### config.mk
export PLATFORM = sky130hd
export DESIGN_NAME = ntat_track_mem
export DESIGN_NICKNAME = d
export VERILOG_FILES = /design/src/ntat_pkg.sv /design/src/ntat_track_mem.sv
export SDC_FILE = /design/constraint.sdc
export NUM_CORES = 2
export LEC_CHECK = 0
export BUFFER_PORTS_ARGS = -buffer_cell sky130_fd_sc_hd__buf_2
export CORE_ASPECT_RATIO = 0.75
export CORE_MARGIN = 2
export CORE_UTILIZATION = 30
export DETAILED_ROUTE_END_ITERATION = 16
export GPL_ROUTABILITY_DRIVEN = 0
export PLACE_DENSITY = 0.53
export RECOVER_POWER = 100
export SETUP_SLACK_MARGIN = 0.1
export SLEW_MARGIN = 10
export SYNTH_ARGS = -nofsm -noshare
export SYNTH_HDL_FRONTEND = slang
export SYNTH_SLANG_ARGS = --single-unit
### constraint.sdc
create_clock -name aclk -period 8.25 [get_ports aclk]
set_input_delay 1.2375 -clock aclk [delete_from_list [all_inputs] [get_ports aclk]]
set_output_delay 1.2375 -clock aclk [all_outputs]
set_load 0.01 [all_outputs]
### src/ntat_pkg.sv
// ============================================================================
// ntat_pkg
// Shared constants, codes and record types of the nearest-track association
// block with track expiry.
// ============================================================================
package ntat_pkg;

    // Table size and coordinate width
    localparam int MAX_TRACKS  = 32;
    localparam int COORD_BITS  = 24;
    localparam int SLOT_W      = (MAX_TRACKS > 1) ? $clog2(MAX_TRACKS) : 1;
    localparam int COUNT_W     = $clog2(MAX_TRACKS + 1);

    // Scan sequencing: one slot read per cycle, then the distance pipe drains
    localparam int FRAME_DONE  = MAX_TRACKS;
    localparam int CENT_DONE   = MAX_TRACKS + 3;
    localparam int SCAN_CNT_W  = $clog2(CENT_DONE + 1);

    // Datapath widths
    localparam int ID_W        = 32;
    localparam int TIME_W      = 32;
    localparam int RADIUS_W    = 16;
    localparam int HOLD_W      = 20;
    localparam int RSQ_W       = 2 * RADIUS_W;
    localparam int DIST_W      = RSQ_W + 1;
    localparam int DIFF_W      = COORD_BITS + 1;

    // Stream field widths and positions
    localparam int CMD_W       = 2;
    localparam int STATUS_W    = 3;
    localparam int COORD_IN_W  = 24;
    localparam int SLOT_OUT_W  = 5;
    localparam int COUNT_OUT_W = 6;
    localparam int IN_CMD_LSB  = 0;
    localparam int IN_NOW_LSB  = IN_CMD_LSB + CMD_W;
    localparam int IN_CX_LSB   = IN_NOW_LSB + TIME_W;
    localparam int IN_CY_LSB   = IN_CX_LSB + COORD_IN_W;
    localparam int IN_BITS     = IN_CY_LSB + COORD_IN_W;
    localparam int IN_TDATA_W  = ((IN_BITS + 7) / 8) * 8;
    localparam int OUT_STAT_LSB  = 0;
    localparam int OUT_ID_LSB    = OUT_STAT_LSB + STATUS_W;
    localparam int OUT_SLOT_LSB  = OUT_ID_LSB + ID_W;
    localparam int OUT_COUNT_LSB = OUT_SLOT_LSB + SLOT_OUT_W;
    localparam int OUT_BITS      = OUT_COUNT_LSB + COUNT_OUT_W;
    localparam int OUT_TDATA_W   = ((OUT_BITS + 7) / 8) * 8;
    localparam int OUT_PAD_W     = OUT_TDATA_W - OUT_BITS;
    localparam int IN_PAD_W      = IN_TDATA_W - IN_BITS;

    // Configuration port
    localparam int CFG_INDEX_W = 1;
    localparam int CFG_DATA_W  = HOLD_W;
    localparam int ASSOC_RESET = 800;
    localparam int HOLD_RESET  = 5000;
    localparam logic [RSQ_W-1:0] RSQ_RESET = RSQ_W'(ASSOC_RESET * ASSOC_RESET);

    // Input command codes
    typedef enum logic [CMD_W-1:0] {
        CMD_FRAME    = 2'd0,
        CMD_CENTROID = 2'd1,
        CMD_CLEAR    = 2'd2
    } cmd_e_t;

    // Result status codes
    typedef enum logic [STATUS_W-1:0] {
        ST_FRAME   = 3'd0,
        ST_UPDATED = 3'd1,
        ST_CREATED = 3'd2,
        ST_FULL    = 3'd3,
        ST_CLEARED = 3'd4
    } status_e_t;

    // Configuration register indexes
    typedef enum logic [CFG_INDEX_W-1:0] {
        CFG_ASSOC_DIST = 1'd0,
        CFG_HOLD       = 1'd1
    } cfg_e_t;

    // Sequencer states
    typedef enum logic [1:0] {
        SEQ_IDLE,
        SEQ_FRAME_SCAN,
        SEQ_CENT_SCAN,
        SEQ_FINISH
    } seq_e_t;

    // One track record as held in the track memory
    typedef struct packed {
        logic [ID_W-1:0]              id;
        logic signed [COORD_BITS-1:0] cx;
        logic signed [COORD_BITS-1:0] cy;
        logic [TIME_W-1:0]            expiry;
    } track_rec_t;

    // Memory write request
    typedef struct packed {
        logic              en;
        logic [SLOT_W-1:0] addr;
        track_rec_t        data;
    } mem_wr_t;

    // Slot read in flight, aligned with the memory read data
    typedef struct packed {
        logic              frame;
        logic              cent;
        logic              elig;
        logic [SLOT_W-1:0] slot;
    } scan_req_t;

    // Candidate from the distance pipeline
    typedef struct packed {
        logic              qual;
        logic [SLOT_W-1:0] slot;
        logic [ID_W-1:0]   id;
        logic [DIST_W-1:0] dsq;
    } dist_res_t;

endpackage

### src/ntat_track_mem.sv
// ============================================================================
// ntat_track_mem
// Track record memory: one write port, one read port, registered read data.
// ============================================================================
module ntat_track_mem import ntat_pkg::*; (
    input  logic              aclk,
    input  mem_wr_t           mem_wr,
    input  logic [SLOT_W-1:0] rd_addr,
    output track_rec_t        rd_data
);

    track_rec_t mem_array [MAX_TRACKS];
    track_rec_t rd_data_reg;

    // Write and registered read
    always_ff @(posedge aclk) begin
        if (mem_wr.en) begin
            mem_array[mem_wr.addr] <= mem_wr.data;
        end
        rd_data_reg <= mem_array[rd_addr];
    end

    assign rd_data = rd_data_reg;

endmodule

; Yosys cells after proc, flatten, opt, wreduce, memory -nomap -nowiden
; Memory sizes are Yosys's and may differ from the RTL's. A register that Yosys moved wholly into a read port is not among the register bits.
; Index checks and enable logic that the tools add are counted.
[word_totals]
regBits = 0
latchBits = 0
ramBits = 3584
romBits = 0
input_bits = 124
out_inout_bits = 112
wordCells = 3
mem_count = 1
[op_classes]
addsub = 0
multipliers = 0
div_mod_pow = 0
order_cmp = 0
n_eq_ne = 0
shift = 0
n_mux = 2
n_bitwise = 0
reduce_logical = 0
[mem_list]
columns = memory, words, word_bits, rd, rd_ports_with_merged_regs, write_ports, line
row1 = mem_array, 32, 112, 1, 1, 1, ntat_track_mem.sv:12  ; track_rec_t mem_array [MAX_TRACKS];
[op_table]
columns = op, n
row1 = $mux W1, 2

; Depth between registers and ports, before layout
[depth]
word_depth = 2
depth_mapped = 9
depth_no_buf = 4

; Worst setup path after synthesis
; No wires, ideal clock.
[synth_path]
path_type = input port to flip-flop
start = in mem_wr[113] (netlist name)
end = mem mem_array[12][0] (netlist name) (enable)
t_arrival_ns = 6.557
required_time_ns = 7.666
path_slack_ns = 1.108
path_stages = 3
n_path_buf = 1
path_cell_list = or3b_2 > clkbuf_1 > nor2_1
[synth_lines]
columns = element, line
row1 = from (decl), ntat_track_mem.sv:7  ; input mem_wr_t mem_wr,
row2 = to (decl), ntat_track_mem.sv:12
; Straight into the memory's write port.

; Worst setup path in the final report
[layout_path]
start = in mem_wr[112] (netlist name)
end = mem mem_array[28][104] (netlist name) (enable)
; Straight into the memory's write port.

==> flow_metrics.py <==
metrics = {
    "setup_path": {
        "cp.arrival_ns": 6.43,
        "r2r-start": "mem_array[11][24]",
        "cp.required_ns": 8.65,
        "path_class": "primary input to flop",
        "cp-start-kind": "primary input",
        "rrSetupSlack_ns": 6.46,
        "worst_r2r_path_depth": 4,
        "r2r-end": "rd_data[24]",
        "setup.worst_path.end_class": "flop",
        "path_max_fanout": 67,
    },
    "drt": {
        "vias_per_cell": 5.15,
        "ant_nets": 0,
        "totalWireLength_um": 399000,
        "drtIter0Drc": 7995,
        "drcViolationCount": 0,
        "vias": 68600,
        "avgRoutedWirePerCell_um": 29.9,
        "drt_first_pass_iters": 6,
    },
    "clock_tree": {
        "cts_root_buf": "clkbuf_16",
        "cts_tree": "done",
        "clk_pin_slew_ns": 0.05,
        "clockBufferDepth": 4,
        "postCtsSetupRepairBufs": 0,
        "cts-hold-fix-buffers": 0,
        "cts.sinks": 3696,
        "numCtsBuffers": 366,
        "cts_resized": 0,
        "ctsHtreeMaxLevel": 5,
        "clock_latency_ns": 0.98,
    },
    "synthesis": {
        "synth-seq-cells": 3696,
        "async_flop_share_pct": 0,
        "synth_ff_type": "edfxtp_1",
        "synth.largest_area_cell": "edfxtp_1",
        "synthTopCellsByCount": "edfxtp_1, mux2i_1, a22oi_1",
        "ys_seq_area_share_pct": 79.5,
        "ys_types": 31,
        "syn_area_mm2": 0.138,
        "synthCells": 6524,
        "yosys_warnings": 0,
        "synth-edff-count": 3584,
        "synth_most_common_cell": "edfxtp_1",
        "syn_nets": 6648,
        "synth_area_leaders": "edfxtp_1, mux4_2, mux2i_1",
        "synth_top_area_share_pct": 77.9,
        "avgSynthCellArea_um2": 21.2,
    },
    "pwr": {
        "p_per_area_mw_per_mm2": 253,
        "seq_power_share_pct": 52.5,
        "switching_share_pct": 21.2,
        "ir_drop_v": 0.000159,
        "p_int_mw": 31.6,
        "switchingPower_mw": 8.51,
        "power_leakage_nw": 50.5,
        "clkPwrFrac_pct": 43.1,
        "comb_power_share_pct": 4.5,
    },
    "hold_path": {
        "holdPathStages": 4,
        "min_to": "rd_data[61]",
        "hp-class": "flop to flop",
        "hold_start": "mem_array[4][61]",
    },
    "global_route": {
        "grt_antenna_before_repair": 74,
        "grt_pass1_vias": 68000,
        "overflow": 0,
        "grt_use_total_pct": 16.5,
        "grt_pass1_wl_um": 547000,
        "grt_max_degree": 124,
    },
    "place": {
        "pre_cts_ws_ns": 3.39,
        "io_buffers": 235,
        "dpl.hpwl_um": 199000,
        "post_dp_cell_area_mm2": 0.147,
    },
    "timing": {
        "maxSlewHeadroom_pct": -203,
        "hold_viol_final": 0,
        "rsz0062_at_grt": "no",
        "final_max_slew_viol_count": 2605,
        "min_period_ns": 6.03,
        "setup-violations-final": 0,
        "finalCritPeriodShare_pct": 73.0,
        "timing_worst_slew_pin_value_ns": 4.54,
        "max_clock_freq_mhz": 166,
        "clock-skew-final_ns": 0.0962,
        "setup_slack_ns": 2.22,
        "finalSetupTns_ns": 0,
    },
    "layout": {
        "largest_register_ffs": 3584,
        "layout.nets": 7049,
        "area_growth_pct": 14.9,
        "final_area_mm2": 0.159,
        "drive_gt1_share_pct": 15.9,
        "fillers": 42300,
    },
    "run_status": {
        "violations": "max-capacitance violations, max-slew violations",
        "status": "finished, violations left",
    },
    "job": {
        "drv_cap": 80,
    },
    "floorplan": {
        "fp.dieW_um": 788,
        "ios": 236,
        "die_h_um": 592,
        "core-area_mm2": 0.458,
        "dieArea_mm2": 0.466,
        "rows": 215,
        "initial_core_util_pct": 30.2,
    },
}
how the worst max path moves through the flow:
stage	startpoint	end	slack, ns	cells past startpoint
6_report	mem_wr[112]	mem_array[28][104]	2.22	4
3_5_place_dp	rd_addr[0]	rd_data[30]	3.39	7
5_1_grt	mem_wr[112]	mem_array[14][45]	2.18	4
4_1_cts	rd_addr[0]	rd_data[30]	4.47	7
2_1_floorplan	mem_wr[113]	mem_array[12][0]	1.11	3
3_3_place_gp	rd_addr[0]	rd_data[30]	3.46	7
kinds of logic after synthesis:
| logic type | Yosys count | share of synthesized area, % |
|---|---|---|
| AO/OA/AOI/OAI | 734 | 3.97 |
| buffers and inverters | 373 | 1.37 |
| flip-flops | 3696 | 79.5 |
| multiplexers | 1344 | 13.8 |
| AND/OR/NAND/NOR | 377 | 1.40 |
area by class of cell:
cell class | instances | area (um^2) | area share (%)
Clock inverter | 200 | 2500 | 1.58
Tap cell | 6076 | 7600 | 4.79
Timing Repair Buffer | 405 | 2200 | 1.39
Sequential cell | 3696 | 110000 | 69.2
Clock buffer | 476 | 9920 | 6.25
Antenna cell | 16 | 40.0 | 0.0252
Inverter | 1 | 3.75 | 0.00236
Multi-Input combinational cell | 2455 | 26700 | 16.8
power groups by stage:
stage	logic (mW)	registers (mW)	clock network, mW
final	1.79	21.0	17.3
after detailed placement	1.84	21.4	0
after global placement	1.81	21.4	0
after global routing	1.92	21.1	18.3
after CTS	1.84	21.0	17.6
after floorplan	0.966	21.4	0
layer usage:
metal / wire [um] / track usage, %
met1: 169000 / 22.8
met2: 191000 / 27.2
met3: 27300 / 2.68
met4: 10600 / 4.47
met5: 151 / 0
cells in the final DEF, fill, tap and decap left out, types with 14 or more instances in the layout:
cell,count
clkbuf_1,364
a31oi_1,62
edfxtp_1,3584
mux4_2,448
diode_2,16
buf_4,86
nand2_1,14
nand4_1,50
buf_12,19
dfxtp_1,112
nor2_1,28
a22oi_1,594
mux2i_1,896
nand3_1,226
bufinv_16,51
clkinv_2,63
a22o_1,62
clkinv_1,49
nor2_4,16
clkbuf_8,24
clkbuf_16,371
worst max-delay path: stages:
cell      delay [ns]
clkbuf_1        0.12
or3b_1          0.55
nor2_1          1.58
clkbuf_2        2.70
per-stage QoR:
stage | power (mW) | hold slack (ns) | utilization (%) | cells
after global placement | 23.2 | 0.577 | 32.1 | 12600
after detailed placement | 23.3 | 0.596 | 32.1 | 12600
after CTS | 40.5 | 0.613 | 34.8 | 13300
after global routing | 41.3 | 0.651 | 34.7 | 13300
after floorplan | 22.4 | 0.549 | - | 6524
final | 40.1 | 0.616 | 34.7 | 13300
Power figures use the tool's default switching activity.
