## src/ntat_pkg.sv

```systemverilog
// ============================================================================
// ntat_pkg
// Shared constants, codes and record types of the nearest-track association
// block with track expiry.
// ============================================================================
package ntat_pkg;

    // Table size and coordinate width
    localparam int MAX_TRACKS  = 32;
    localparam int COORD_BITS  = 24;
    localparam int SLOT_W      = (MAX_TRACKS > 1) ? $clog2(MAX_TRACKS) : 1;
    localparam int COUNT_W     = $clog2(MAX_TRACKS + 1);

    // Scan sequencing: one slot read per cycle, then the distance pipe drains
    localparam int FRAME_DONE  = MAX_TRACKS;
    localparam int CENT_DONE   = MAX_TRACKS + 3;
    localparam int SCAN_CNT_W  = $clog2(CENT_DONE + 1);

    // Datapath widths
    localparam int ID_W        = 32;
    localparam int TIME_W      = 32;
    localparam int RADIUS_W    = 16;
    localparam int HOLD_W      = 20;
    localparam int RSQ_W       = 2 * RADIUS_W;
    localparam int DIST_W      = RSQ_W + 1;
    localparam int DIFF_W      = COORD_BITS + 1;

    // Stream field widths and positions
    localparam int CMD_W       = 2;
    localparam int STATUS_W    = 3;
    localparam int COORD_IN_W  = 24;
    localparam int SLOT_OUT_W  = 5;
    localparam int COUNT_OUT_W = 6;
    localparam int IN_CMD_LSB  = 0;
    localparam int IN_NOW_LSB  = IN_CMD_LSB + CMD_W;
    localparam int IN_CX_LSB   = IN_NOW_LSB + TIME_W;
    localparam int IN_CY_LSB   = IN_CX_LSB + COORD_IN_W;
    localparam int IN_BITS     = IN_CY_LSB + COORD_IN_W;
    localparam int IN_TDATA_W  = ((IN_BITS + 7) / 8) * 8;
    localparam int OUT_STAT_LSB  = 0;
    localparam int OUT_ID_LSB    = OUT_STAT_LSB + STATUS_W;
    localparam int OUT_SLOT_LSB  = OUT_ID_LSB + ID_W;
    localparam int OUT_COUNT_LSB = OUT_SLOT_LSB + SLOT_OUT_W;
    localparam int OUT_BITS      = OUT_COUNT_LSB + COUNT_OUT_W;
    localparam int OUT_TDATA_W   = ((OUT_BITS + 7) / 8) * 8;
    localparam int OUT_PAD_W     = OUT_TDATA_W - OUT_BITS;
    localparam int IN_PAD_W      = IN_TDATA_W - IN_BITS;

    // Configuration port
    localparam int CFG_INDEX_W = 1;
    localparam int CFG_DATA_W  = HOLD_W;
    localparam int ASSOC_RESET = 800;
    localparam int HOLD_RESET  = 5000;
    localparam logic [RSQ_W-1:0] RSQ_RESET = RSQ_W'(ASSOC_RESET * ASSOC_RESET);

    // Input command codes
    typedef enum logic [CMD_W-1:0] {
        CMD_FRAME    = 2'd0,
        CMD_CENTROID = 2'd1,
        CMD_CLEAR    = 2'd2
    } cmd_e_t;

    // Result status codes
    typedef enum logic [STATUS_W-1:0] {
        ST_FRAME   = 3'd0,
        ST_UPDATED = 3'd1,
        ST_CREATED = 3'd2,
        ST_FULL    = 3'd3,
        ST_CLEARED = 3'd4
    } status_e_t;

    // Configuration register indexes
    typedef enum logic [CFG_INDEX_W-1:0] {
        CFG_ASSOC_DIST = 1'd0,
        CFG_HOLD       = 1'd1
    } cfg_e_t;

    // Sequencer states
    typedef enum logic [1:0] {
        SEQ_IDLE,
        SEQ_FRAME_SCAN,
        SEQ_CENT_SCAN,
        SEQ_FINISH
    } seq_e_t;

    // One track record as held in the track memory
    typedef struct packed {
        logic [ID_W-1:0]              id;
        logic signed [COORD_BITS-1:0] cx;
        logic signed [COORD_BITS-1:0] cy;
        logic [TIME_W-1:0]            expiry;
    } track_rec_t;

    // Memory write request
    typedef struct packed {
        logic              en;
        logic [SLOT_W-1:0] addr;
        track_rec_t        data;
    } mem_wr_t;

    // Slot read in flight, aligned with the memory read data
    typedef struct packed {
        logic              frame;
        logic              cent;
        logic              elig;
        logic [SLOT_W-1:0] slot;
    } scan_req_t;

    // Candidate from the distance pipeline
    typedef struct packed {
        logic              qual;
        logic [SLOT_W-1:0] slot;
        logic [ID_W-1:0]   id;
        logic [DIST_W-1:0] dsq;
    } dist_res_t;

endpackage

```

## src/ntat_dist.sv

```systemverilog
// ============================================================================
// ntat_dist
// Three-stage distance pipeline: absolute differences and box check,
// squares, then sum and radius check for one track record per cycle.
// ============================================================================
module ntat_dist import ntat_pkg::*; (
    input  logic                         aclk,
    input  logic                         aresetn,
    input  scan_req_t                    scan_req,
    input  track_rec_t                   rec,
    input  logic signed [COORD_BITS-1:0] cent_x,
    input  logic signed [COORD_BITS-1:0] cent_y,
    input  logic [RADIUS_W-1:0]          radius,
    input  logic [RSQ_W-1:0]             radius_sq,
    output dist_res_t                    dist_res
);

    logic signed [DIFF_W-1:0] dx;
    logic signed [DIFF_W-1:0] dy;
    logic [DIFF_W-1:0]        adx;
    logic [DIFF_W-1:0]        ady;
    logic [DIST_W-1:0]        sum;

    logic                a_tag_reg, b_tag_reg;
    logic                a_ok_reg, b_ok_reg;
    logic [RADIUS_W-1:0] a_ax_reg, a_ay_reg;
    logic [RSQ_W-1:0]    b_sqx_reg, b_sqy_reg;
    logic [SLOT_W-1:0]   a_slot_reg, b_slot_reg;
    logic [ID_W-1:0]     a_id_reg, b_id_reg;
    dist_res_t           res_reg;

    // Stage A inputs: differences and their magnitudes
    always_comb begin
        dx  = {cent_x[COORD_BITS-1], cent_x} - {rec.cx[COORD_BITS-1], rec.cx};
        dy  = {cent_y[COORD_BITS-1], cent_y} - {rec.cy[COORD_BITS-1], rec.cy};
        adx = dx[DIFF_W-1] ? (~dx + DIFF_W'(1)) : dx;
        ady = dy[DIFF_W-1] ? (~dy + DIFF_W'(1)) : dy;
    end

    // Stage C inputs: squared distance
    assign sum = {1'b0, b_sqx_reg} + {1'b0, b_sqy_reg};

    // Valid tags of the pipeline and the result register
    always_ff @(posedge aclk) begin
        if (!aresetn) begin
            a_tag_reg <= 1'b0;
            b_tag_reg <= 1'b0;
            res_reg   <= '0;
        end else begin
            a_tag_reg    <= scan_req.cent;
            b_tag_reg    <= a_tag_reg;
            res_reg.qual <= b_tag_reg && b_ok_reg && (sum <= {1'b0, radius_sq});
            res_reg.slot <= b_slot_reg;
            res_reg.id   <= b_id_reg;
            res_reg.dsq  <= sum;
        end
    end

    // Pipeline payload
    always_ff @(posedge aclk) begin
        // A track outside the square box around the centroid never qualifies.
        a_ok_reg     <= scan_req.elig && (adx <= DIFF_W'(radius)) &&
                        (ady <= DIFF_W'(radius));
        a_ax_reg     <= RADIUS_W'(adx);
        a_ay_reg     <= RADIUS_W'(ady);
        a_slot_reg   <= scan_req.slot;
        a_id_reg     <= rec.id;
        b_ok_reg     <= a_ok_reg;
        b_sqx_reg    <= {{RADIUS_W{1'b0}}, a_ax_reg} * {{RADIUS_W{1'b0}}, a_ax_reg};
        b_sqy_reg    <= {{RADIUS_W{1'b0}}, a_ay_reg} * {{RADIUS_W{1'b0}}, a_ay_reg};
        b_slot_reg   <= a_slot_reg;
        b_id_reg     <= a_id_reg;
    end

    assign dist_res = res_reg;

endmodule

```

## config.mk

```make
export PLATFORM = sky130hd
export DESIGN_NAME = ntat_dist
export DESIGN_NICKNAME = d
export VERILOG_FILES = /design/src/ntat_pkg.sv /design/src/ntat_dist.sv
export SDC_FILE = /design/constraint.sdc
export NUM_CORES = 1
export LEC_CHECK = 0
export BUFFER_PORTS_ARGS = -buffer_cell sky130_fd_sc_hd__buf_2
export CAP_MARGIN = 20
export CELL_PAD_IN_SITES_DETAIL_PLACEMENT = 0
export CELL_PAD_IN_SITES_GLOBAL_PLACEMENT = 1
export CORE_MARGIN = 3
export CORE_UTILIZATION = 32
export DETAILED_ROUTE_END_ITERATION = 6
export PLACE_DENSITY_LB_ADDON = 0.1
export REMOVE_ABC_BUFFERS = 1
export SLEW_MARGIN = 20
export SYNTH_ARGS = -nofsm -noshare
export SYNTH_HDL_FRONTEND = slang
export SYNTH_SLANG_ARGS = --single-unit
```

## constraint.sdc

```tcl
create_clock -name aclk -period 7.2 [get_ports aclk]
set_input_delay 0.72 -clock aclk [delete_from_list [all_inputs] [get_ports aclk]]
set_output_delay 0.72 -clock aclk [all_outputs]
set_load 0.005 [all_outputs]
```

# --- Yosys cells after proc, flatten, opt, wreduce, memory -nomap -nowiden ---
# Cells that the tools add are included.
op_classes:
  n_addsub: 5
  n_mul: 2
  order_cmp: 3
  mux: 2
  n_bitwise: 2
  reduce_logical: 4
op_table:
  columns: ["operator", "count"]
  rows:
  - ["$mul A16 B16 Y32", 2]
  - ["$add A25 B2 Y25 const B", 2]
  - ["$le A25 B16 Y1", 2]
  - ["$mux W25", 2]
  - ["$not A25 Y25", 2]
  - ["$sub A24 B24 Y25", 2]
  - ["$add A32 B32 Y33", 1]
  - ["$le A33 B32 Y1", 1]
  - ["$logic_and A1 B1 Y1", 4]
totals:
  ff_bits: 245
  elab_cells: 34

# --- Logic depth before layout (Yosys ltp) ---
logic_depth:
  depth_word: 7
  depth_mapped: 28

# --- Worst setup path after synthesis ---
# No wires, ideal clock.
synth_timing:
  path_kind: "register to register"
  startpoint: "register a_ay_reg[8]"
  endpoint: "register b_sqy_reg[31]"
  arrival_time_ns: 6.534
  required_ns: 7.128
  slack_ns: 0.593
  stages_incl_launch_ff: 29
  n_path_buf: 1
  cell_sequence: "dfxtp_1 -> clkbuf_1 -> nand2_1 -> inv_1 -> fa_1 -> inv_1 -> fa_1 -> inv_1 -> fa_1 -> inv_1 -> fa_1 -> inv_1 -> fa_1 -> inv_1 -> fa_1 -> inv_1 -> ha_1 -> a21o_1 -> a21o_1 -> a21oi_1 -> o21ai_0 -> a31oi_1 -> o31ai_1 -> a41o_1 -> o41ai_1 -> o2111ai_1 -> a31o_2 -> a21oi_1 -> xnor2_1"
synth_between:
  elab_chain_len: 1
synth_lines:
  columns: ["element", "line", "rtl"]
  rows:
  - ["from (decl)", "ntat_dist.sv:26", "logic [RADIUS_W-1:0] a_ax_reg, a_ay_reg;"]
  - ["from (signal assigned)", "ntat_dist.sv:65", "a_ay_reg <= RADIUS_W'(ady);"]
  - ["$mul A16 B16 Y32", "ntat_dist.sv:70", "b_sqy_reg <= {{RADIUS_W{1'b0}}, a_ay_reg} * {{RADIUS_W{1'b0}}, a_ay_reg};"]
  - ["to (signal assigned)", "ntat_dist.sv:70", null]
  - ["to (decl)", "ntat_dist.sv:27", "logic [RSQ_W-1:0] b_sqx_reg, b_sqy_reg;"]
# Every way passes these cells.
# A chain may end at the register's enable or synchronous reset.

# --- Final worst setup path ---
layout_timing:
  startpoint: "register a_ax_reg[9]"
  endpoint: "register b_sqx_reg[31]"
layout_between:
  elab_chain_len: 1
layout_lines:
  columns: ["element", "line", "rtl"]
  rows:
  - ["from (decl)", "ntat_dist.sv:26", null]
  - ["from (signal assigned)", "ntat_dist.sv:64", "a_ax_reg <= RADIUS_W'(adx);"]
  - ["$mul A16 B16 Y32", "ntat_dist.sv:69", "b_sqx_reg <= {{RADIUS_W{1'b0}}, a_ax_reg} * {{RADIUS_W{1'b0}}, a_ax_reg};"]
  - ["to (signal assigned)", "ntat_dist.sv:69", null]
  - ["to (decl)", "ntat_dist.sv:27", null]
# Every way passes these cells.

==> flow_metrics.tcl <==
set metrics [dict create \
    numCtsBuffers 30 \
    max_freq_mhz 146.3 \
    hold_class "input port to flip-flop" \
    synth_edf_count 0 \
    yosys_synthesis_warning_count 0 \
    global_route_wire_length_before_repair_mm 115.2 \
    crit_path_start_kind "flip-flop" \
    synthCells 2883 \
    initial_utilization_pct 32.43 \
    run_status "complete, no violations" \
    overflow 0 \
    synthFlopType "dfxtp_1" \
    worst_slew_pin_slew_ns 0.8509 \
    synth.top_cells.by_count "627 x inv_1, 350 x ha_1, 326 x fa_1, 243 x dfxtp_1, 202 x nand2_1" \
    max-slew-margin-rel_pct 42.67 \
    die_width_um 292.4 \
    max_cap_violations 0 \
    async_set_reset_flop_share_out_of_synthesis_pct 0 \
    worstReg2RegStart "a_ax_reg[9]" \
    timing_hold_violations_final 0 \
    die_area_mm2 0.08550 \
    synthDominantCellAreaShare_pct 24.86 \
    grt_start_max_net_pins 74 \
    first_global_vias 21670 \
    antenna_violating_nets_post_route 0 \
    cts-htree-levels 1 \
    worst_skew_pair.late_latency_ns 0.57 \
    routed-via-count 19940 \
    cts_tree "done" \
    cts_root_buffer "clkbuf_16" \
    path_max_fanout 11 \
    place.detailed.hpwl_mm 62.57 \
    largest_register_ffs 71 \
    post_cts_buffers 0 \
    netlist.top_cell.by_area "fa_1" \
    final_nets 4112 \
    worst_path_max_delay_cell "fa_1" \
    cts.hold.buffers_added 0 \
    floorplan.rows 104 \
    ys_seq_elements 243 \
    critPathCaptureType "flip-flop" \
    muxShareOfSynthArea_pct 0.2479 \
    crit_path_max_cell_delay_ns 0.54 \
    arrival_ns 7.34 \
    layout-drive-gt1-share_pct 14.53 \
    avgViaCountPerCell 4.633 \
    detail_route.wl_per_cell_um 16.71 \
    synthMostInstantiatedCell "inv_1" \
    coreArea_mm2 0.08094 \
    slew_violations 0 \
    crit_type "flip-flop to flip-flop" \
    synth_cell_types 85 \
    antenna_violations_before_repair 10 \
    timing.critical_path.mode_cell "fa_1" \
    min-delay-start "rec[82]" \
    clk_transition_reported_paths_ns 0.07 \
    final.setup.tns_ns 0 \
    whs_ns 0.2465 \
    min_period_over_period_pct 94.96 \
    postCtsResizedCells 0 \
    timing.final.setup_violations 0 \
    drt_pass1_iterations 5 \
    time_the_final_worst_path_needs_with_i_o_delays_and_setup_ns 6.837 \
    yosysSeqAreaShare_pct 18.53 \
    critical_path_cell_list "buf_4, and2_1, ha_1, xnor2_1, fa_1, fa_1, fa_1, fa_1, inv_1, fa_1, inv_1, ha_1, or3_1, a311oi_2, nor4_1, o31ai_1, buf_4, o2111ai_1, a21o_1, a41o_1, a21o_1, a21oi_1, xnor2_1" \
    totalWireLength_mm 71.95 \
    synth-compound-area-share_pct 10.51 \
    critical_path.reg2reg.endpoint "b_sqx_reg[31]" \
    first_iter_violations 718 \
    routabilityCongestion 0.8307 \
    numClockSinks 243 \
    cells_taking_the_most_area_after_synthesis "fa_1 25%, dfxtp_1 19%, ha_1 17%" \
    reg2reg_slack_ns 0.36 \
    yosys.area_share.xor_xnor_pct 5.434 \
    final.setup_skew_ns 0.01283 \
    required_ns 7.70 \
    holdPathStages 1 \
    drt_drc_violations_left 0 \
    cts-root-to-sink-buffers 3 \
    reg2reg_depth 23 \
    num_io_pins 289 \
    synth-adder-area-share_pct 41.55 \
    port_buffers 255 \
    floorplan.die.height_um 292.4 \
    post_synth_and_or_nand_nor_area_fraction_pct 13.86 \
    rsz0062_at_grt "false" \
    area_growth_pct 16.41 \
    holdPathEnd "a_id_reg[2]" \
    mappedNetlistArea_mm2 0.02625 \
    synthesis.area_per_instance_um2 9.104 \
    groute.usage.overall_pct 16.92 \
    main_combinational_cell_family_by_area_after_synthesis "adder cells" \
]
worst max-delay path: cells and delay by family, from the launching register on:
kind / cells / cell delay, ns
and+or+nand+nor: 3 / 0.74
AOI/OAI and AO/OA: 7 / 1.53
xor gates and xnor gates: 2 / 0.38
DFF: 1 / 0.53
adders and majority gates: 7 / 3.04
buffers and inverters: 4 / 0.53
per-layer routing:
layer	wire length, µm	track usage, %
met5	42	0
met1	33810	22.75
met4	1615	3.511
met2	33540	29.39
met3	2941	1.964
stage by stage:
step	cell area (µm²)	setup WS [ns]	std cells	utilization [%]
final	30550	0.3627	4305	37.75
after global routing	30540	0.008100	4301	37.74
after CTS	30530	0.1227	4301	37.72
after detailed placement	29500	0.1756	4246	36.45
after global placement	29500	0.2143	4246	36.45
after floorplan	26010	0.6814	2821	-
how the worst max path moves through the flow:
stage                      start            end  slack, ns  depth (start not counted)
global route         a_ax_reg[9]  b_sqx_reg[31]      0.008                         23
floorplan            a_ay_reg[2]  b_sqy_reg[31]       0.68                         26
global placement    a_ax_reg[10]  b_sqx_reg[31]       0.21                         27
CTS                  a_ax_reg[8]  b_sqx_reg[31]       0.12                         29
detailed placement   a_ax_reg[8]  b_sqx_reg[31]       0.18                         29
finish               a_ax_reg[9]  b_sqx_reg[31]       0.36                         23
cell families after synthesis:
logic type	Yosys count
compound gates	402
xor+xnor	162
fa+ha+maj	676
buf+inv	689
flops	243
mux	6
simple gates	705
final cells by class:
type	count	area, µm²
clock inverters	19	203.9
diodes	4	10.01
repair buffers	365	2165
multi-input cells	1951	18800
inverters	627	2354
clock buffers	36	824.5
fillers	8365	50380
well taps	1060	1326
flip-flops and latches	243	4868
cell usage in the layout, fill, tap and decap left out, types with 7 or more instances in the layout:
cell type,synthesis,routed
inv_1,627,627
ha_1,350,350
fa_1,326,326
buf_2,3,255
dfxtp_1,243,240
nand2_1,202,202
and2_1,150,150
nor2_1,122,122
a21oi_1,110,109
xnor2_1,108,108
buf_4,0,105
a21o_1,64,64
o21ai_0,59,59
xor2_1,53,53
nor2b_1,41,41
nor3_1,35,35
clkbuf_16,0,31
nand3_1,29,29
o21a_1,28,28
nand4_1,24,24
nand2b_1,20,20
and3_1,17,17
or3_1,15,15
o21bai_1,14,14
or2_2,13,13
a31oi_1,13,13
nor4_1,10,10
a211oi_1,10,10
a31o_2,9,9
a211o_1,8,8
o211ai_1,8,8
o31ai_1,7,7
Power is left out: the tool's default activity adds up to more than one toggle a clock period on the data nets, which glitch-free logic cannot reach.
